File: src/design/fla_pkg.sv
// Shared types and constants of the free list block allocator.
`timescale 1ns / 1ps
package fla_pkg;

  localparam int DEF_MAX_EXTENTS = 32;
  localparam int DEF_ADDR_BITS   = 16;
  localparam int DEF_OWNER_BITS  = 8;

  localparam int PSIZE_BITS = 17;
  localparam int PID_BITS   = 8;
  localparam int REQ_BITS   = 17;
  localparam int OP_BITS    = 2;
  localparam int STAT_BITS  = 2;

  localparam logic [PSIZE_BITS-1:0] PSIZE_RESET = 17'd65536;

  localparam logic [OP_BITS-1:0] OP_ALLOC    = 2'd0;
  localparam logic [OP_BITS-1:0] OP_RELEASE  = 2'd1;
  localparam logic [OP_BITS-1:0] OP_COALESCE = 2'd2;
  localparam logic [OP_BITS-1:0] OP_INIT     = 2'd3;

  localparam logic [STAT_BITS-1:0] ST_OK     = 2'd0;
  localparam logic [STAT_BITS-1:0] ST_NO_FIT = 2'd1;
  localparam logic [STAT_BITS-1:0] ST_NO_PID = 2'd2;
  localparam logic [STAT_BITS-1:0] ST_FULL   = 2'd3;

  // Register byte addresses
  localparam logic [2:0] REG_PSIZE  = 3'd0;
  localparam logic [2:0] REG_POLICY = 3'd4;

  typedef enum logic [1:0] {
    TAB_NONE,
    TAB_WRITE,
    TAB_INSERT,
    TAB_REMOVE
  } tab_op_e;

endpackage

File: src/design/fla_tab.sv
// Extent table: register array with one read port, write, insert and remove with shift.
`timescale 1ns / 1ps
module fla_tab import fla_pkg::*; #(
  parameter int DEPTH = DEF_MAX_EXTENTS,
  parameter int W     = 2 * DEF_ADDR_BITS
) (
  input  logic                     clk_i,
  input  tab_op_e                  op_i,
  input  logic [$clog2(DEPTH)-1:0] pos_i,
  input  logic [W-1:0]             wdata_i,
  input  logic [$clog2(DEPTH)-1:0] rd_idx_i,
  output logic [W-1:0]             rd_data_o
);

  localparam int IW = $clog2(DEPTH);

  logic [W-1:0] mem_q [DEPTH];

  for (genvar k = 0; k < DEPTH; k++) begin : g_ent
    localparam int KP = (k == 0) ? 0 : k - 1;
    localparam int KN = (k == DEPTH - 1) ? k : k + 1;
    localparam logic [IW-1:0] KI = IW'(k);

    always_ff @(posedge clk_i) begin
      unique case (op_i)
        TAB_WRITE: begin
          if (KI == pos_i) mem_q[k] <= wdata_i;
        end
        TAB_INSERT: begin
          if (KI == pos_i) mem_q[k] <= wdata_i;
          else if (KI > pos_i) mem_q[k] <= mem_q[KP];
        end
        TAB_REMOVE: begin
          if (KI >= pos_i) mem_q[k] <= mem_q[KN];
        end
        default: begin
        end
      endcase
    end
  end

  assign rd_data_o = mem_q[rd_idx_i];

endmodule

File: config.mk
export PLATFORM = sky130hd
export DESIGN_NAME = fla_tab
export DESIGN_NICKNAME = d
export VERILOG_FILES = /design/src/design/fla_pkg.sv /design/src/design/fla_tab.sv
export SDC_FILE = /design/constraint.sdc
export NUM_CORES = 2
export LEC_CHECK = 0
export BUFFER_PORTS_ARGS = -buffer_cell sky130_fd_sc_hd__buf_4
export CAP_MARGIN = 40
export CELL_PAD_IN_SITES_DETAIL_PLACEMENT = 1
export CELL_PAD_IN_SITES_GLOBAL_PLACEMENT = 2
export CORE_UTILIZATION = 46
export DETAILED_ROUTE_END_ITERATION = 8
export PLACE_DENSITY_LB_ADDON = 0.15
export SYNTH_ARGS = -nofsm -noshare
export SYNTH_HDL_FRONTEND = slang
export SYNTH_SLANG_ARGS = --single-unit
File: constraint.sdc
create_clock -name clk_i -period 9.12 [get_ports clk_i]
set_input_delay 0.912 -clock clk_i [delete_from_list [all_inputs] [get_ports clk_i]]
set_output_delay 0.912 -clock clk_i [all_outputs]
set_load 0.05 [all_outputs]
---- Word level (Yosys, flattened, before mapping) ----
Memories as Yosys holds them, arrays and structs flattened.
Index checks and enable logic that the tools add are counted.
word-level totals
  flip-flop bits (word level) ............. 0
  RAM bits ................................ 1,024
  bits of input ports ..................... 45
  output and inout bits ................... 32
  word-level logic and storage cells ...... 676
  memories ................................ 1
memory list
  name   depth  width  rd ports  clocked after Yosys merged registers in  wr ports  line           text
  mem_q  32     32     33        0                                        32        fla_tab.sv:17  logic [W-1:0] mem_q [DEPTH];
cells by class
  $lt $le $gt $ge ......................... 64
  eq/ne operators ......................... 34
  multiplexer cells ....................... 480
  bitwise gates (word level) .............. 96
  reductions and logical operators ........ 1
operators with widths
  kind                number
  $mux 32             96
  $mux 1              384
  $or 1x1->1          96
  $eq 5x5->1 const A  16
  $ge 5x5->1 const A  16
  $gt 5x5->1 const A  16
  $eq 4x5->1 const A  8
  $ge 4x5->1 const A  8
  $gt 4x5->1 const A  8
  $eq 3x5->1 const A  4
  $ge 3x5->1 const A  4
  $gt 3x5->1 const A  4
  $eq 2x5->1 const A  2
  $ge 1x5->1 const A  2
  $ge 2x5->1 const A  2
  $gt 1x5->1 const A  2
  $gt 2x5->1 const A  2
  $eq 1x5->1 const A  1
  $logic_not 5->1     1
  $eq 2x2->1 const B  2
  $eq 2x1->1 const B  1

---- Logic depth before layout (Yosys ltp) ----
  word-level depth ........................ 7
  gate-level depth with buffers ........... 9
  mapped depth without buffers ............ 5

---- Least setup slack after synthesis ----
No wires, ideal clock.
  path type ............................... input to register
  from .................................... input pos_i[4]
  to ...................................... memory mem_q[2][0] in the netlist's numbering, enable pin
  library setup time ...................... 0.511 ns
  arrival time ............................ 5.097 ns
  required time ........................... 8.609 ns
  path slack .............................. 3.512 ns
  stages .................................. 5
  path buffers ............................ 3
  path through ............................ buf_2 > buf_2 > or2_2 > clkbuf_1 > o41ai_1
RTL lines
  element          line           text
  start, declared  fla_tab.sv:9   input logic [$clog2(DEPTH)-1:0] pos_i,
  end, declared    fla_tab.sv:17

---- Worst setup path in the final report ----
  from .................................... input rd_idx_i[1]
  to ...................................... output rd_data_o[26]
between the ends
  cells in the longest elaborated chain, start to end .. 1
RTL lines
  element          line           text
  start, declared  fla_tab.sv:11  input logic [$clog2(DEPTH)-1:0] rd_idx_i,
  $mem_v2 32x32    n/a
  end, declared    fla_tab.sv:12  output logic [W-1:0] rd_data_o
No other way between the ends.

==> results by group <==
Drt
  • 1st-pass router iterations: 5
  • Vias: 49960
  • Avg WL per Cell: 34.89 µm
  • DRC errors left: 0
  • Routed Antenna Nets: 0
  • Routed vias/inst: 6.691
  • Routed WL: 260.5 mm
  • 1st-iter DRT viols: 5565

Global route
  • Total GRT Usage: 37.95%
  • Vias in the first global route: 50990
  • Global-route wire length before repair: 370.8 mm
  • Largest net degree at the start of global routing: 129
  • Antenna violations before repair: 3
  • Congestion Overflow GR: 0

Finish
  • Largest register FFs: 1024
  • Final nets: 5656
  • FF+latch area: 30750 µm²
  • Filler instances: 14020
  • Area growth syn-to-layout: 9.859%
  • Share of cells above drive strength 1: 9.701%
  • Reg with most FFs: mem_q
  • Multi-input logic area: 28590 µm²
  • Final Util: 51.02%
  • Regs by FF count: mem_q (1024)
  • Fin cells: 7467

Worst setup path
  • Crit path launch type: primary input
  • CP Capture Type: output port
  • Worst EP required: 8.21 ns
  • Reg-to-reg critical path startpoint: mem_q[6][2]$_DFFE_PP_
  • CP Data Arrival Time: 4.18 ns
  • Worst-path fanout max: 83
  • R2R Setup Slk: 7.72 ns
  • Critical path type: primary input to output port
  • Crit. Startpoint: rd_idx_i[1]
  • R2R cell count: 2
  • Worst r2r dst: mem_q[7][2]$_DFFE_PP_

Synthesis
  • Synth Cell Area: 61130 µm²
  • Synthesis-stage register bit count: 1024
  • Mux cell area share after synthesis: 23.77%
  • Synth unique cells: 52
  • Complex-gate fraction of the synthesized area: 12.08%
  • Area share of xor/xnor cells in the synthesized design: 0%
  • Synth area leader: edfxtp_1
  • Main combinational cell family by area after synthesis: multiplexers
  • Post-synthesis async set-or-reset flop share: 0%
  • Post-synthesis sequential area ratio: 50.30%
  • Number of synthesized flops with an enable pin: 1024
  • Ranking of synthesized cells by area: edfxtp_1 (50%), mux2i_1 (22%), nand2_1 (6.1%)
  • Adder-Cell Fraction of Synth Area: 0%
  • Synth warnings: 0
  • Simple-gate area share of the yosys netlist: 9.730%
  • Mean area per synthesized cell: 10.42 µm²
  • Syn nets: 5910
  • Yosys top cell area share: 50.30%
  • Synth Instances: 5865
  • Dominant synthesized flop cell: edfxtp_1

Timing
  • Final min period: 5.092 ns
  • Final setup fails: 0
  • Fmax: 196.4 MHz
  • Setup tns final: 0 ns
  • Relative slew slack: 24.65%
  • Final WS setup: 4.028 ns
  • Clock skew: 0.03041 ns
  • RSZ-0062 raised after global routing: false
  • Period utilisation layout: 55.83%
  • Worst Max-Slew Pin Slew: 1.130 ns
  • Slew Viols, Final: 0
  • Final Hold Viols: 0

Worst hold path
  • Hold Path Stages: 2
  • Hold wc startpoint: mem_q[26][4]$_DFFE_PP_
  • Endpoint, Worst Hold: mem_q[25][4]$_DFFE_PP_
  • Hold Crit Class: flip-flop to flip-flop

Clock network
  • Worst-case clock buffer depth: 3
  • CTS Root Cell: clkbuf_16
  • Clk slew on worst S/H paths: 0.06 ns
  • CTS tree: built
  • CTS buffer count: 121
  • Hold_buf cts: 0
  • Postcts setup bufs: 0
  • Htree depth: 3
  • Worst skew pair latency: 0.77 ns
  • TritonCTS Sinks: 1024
  • CTS resizes: 0

Place
  • Placed cells: 7243
  • Pre-CTS setup slack: 4.304 ns
  • # port buffers: 76
  • Routability cong.: 0.9125
  • DP HPWL: 160.8 mm

Floorplan
  • I/O Pins: 77
  • Row cnt: 133
  • Initial Util: 46.44%
  • Core area: 131600 µm²
  • Die W: 366.6 µm
  • Die area: 134400 µm²
  • Die Y: 366.6 µm

Power and ir drop
  • Pwr Total: 12.63 mW
  • Maximum vdd drop: 0.0001390 V
  • Leakage power: 26.67 nW
  • Pwr/cell area: 188.0 nW/µm²

Run
  • Max_cap viols: 0

Status
  • Run status: finished clean
## logic make-up after synthesis
| group | after synthesis |
|---|---|
| AO/OA/AOI/OAI | 1316 |
| buffers and inverters | 585 |
| flip-flops | 1024 |
| multiplexers | 1440 |
| AND/OR/NAND/NOR | 1500 |
## worst max path at each step
stage	endpoint
6_report	rd_data_o[26]
2_1_floorplan	mem_q[2][0]$_DFFE_PP_
3_5_place_dp	rd_data_o[26]
4_1_cts	rd_data_o[26]
3_3_place_gp	rd_data_o[25]
5_1_grt	rd_data_o[26]
## layer usage
| layer | track usage, % | share of wire, % | vias to the layer above |
|---|---|---|---|
| met5 | 0 | 0.0046 | - |
| met4 | 26.13 | 7.9 | 2 |
| met3 | 5.616 | 7.4 | 757 |
| met2 | 60.28 | 46 | 2530 |
| met1 | 47.80 | 39 | 25610 |
| li1 | - | - | 21060 |
## layout by cell type, fill, tap and decap left out, types with 35 or more instances in the layout
master,instances
buf_4,184
o21ai_0,565
mux2_2,87
clkbuf_16,123
nor2_1,297
a22oi_1,129
nand2_1,980
nand3_1,98
o21ai_1,112
a21oi_1,270
a22o_1,64
clkinv_1,35
mux2i_1,1344
a31oi_1,100
edfxtp_1,1024
## worst max-delay path, cell delays in order
cell	delay [ns]
buf_8	0.59
buf_12	0.53
mux2i_1	0.24
a22o_1	0.28
nor3_1	0.61
a31oi_1	0.19
nand3_1	0.33
buf_4	0.27
## where the power goes
group / switching (mW) / internal, mW
clock: 2.11 / 2.73
combinational: 1.30 / 0.592
sequential: 0.301 / 5.59
total: 3.71 / 8.92
## cell usage after synthesis (100+ instances only)
cell / number
a22oi_1: 129
clkbuf_1: 378
nor2_1: 319
nand2_1: 998
a31oi_1: 100
a21oi_1: 283
o21ai_1: 116
buf_2: 147
mux2i_1: 1344
o21ai_0: 570
edfxtp_1: 1024
nand3_1: 100
## through the flow
stage	area [µm²]	hold WS, ns
4_1_cts	67160	0.5869
3_5_place_dp	63390	0.5723
6_report	67160	0.5882
5_1_grt	67160	0.6118
3_3_place_gp	63050	0.5602
2_1_floorplan	61130	0.5391
## cell type report
| cell class | instances | area share (%) |
|---|---|---|
| inverters | 1 | 0.005589 |
| flip-flops and latches | 1024 | 45.78 |
| multi-input cells | 4256 | 42.57 |
| diodes | 1 | 0.003726 |
| well taps | 1755 | 3.270 |
| clock inverters | 69 | 0.8477 |
| repair buffers | 207 | 2.765 |
| clock buffers | 154 | 4.756 |
(Power assumes the default switching activity.)
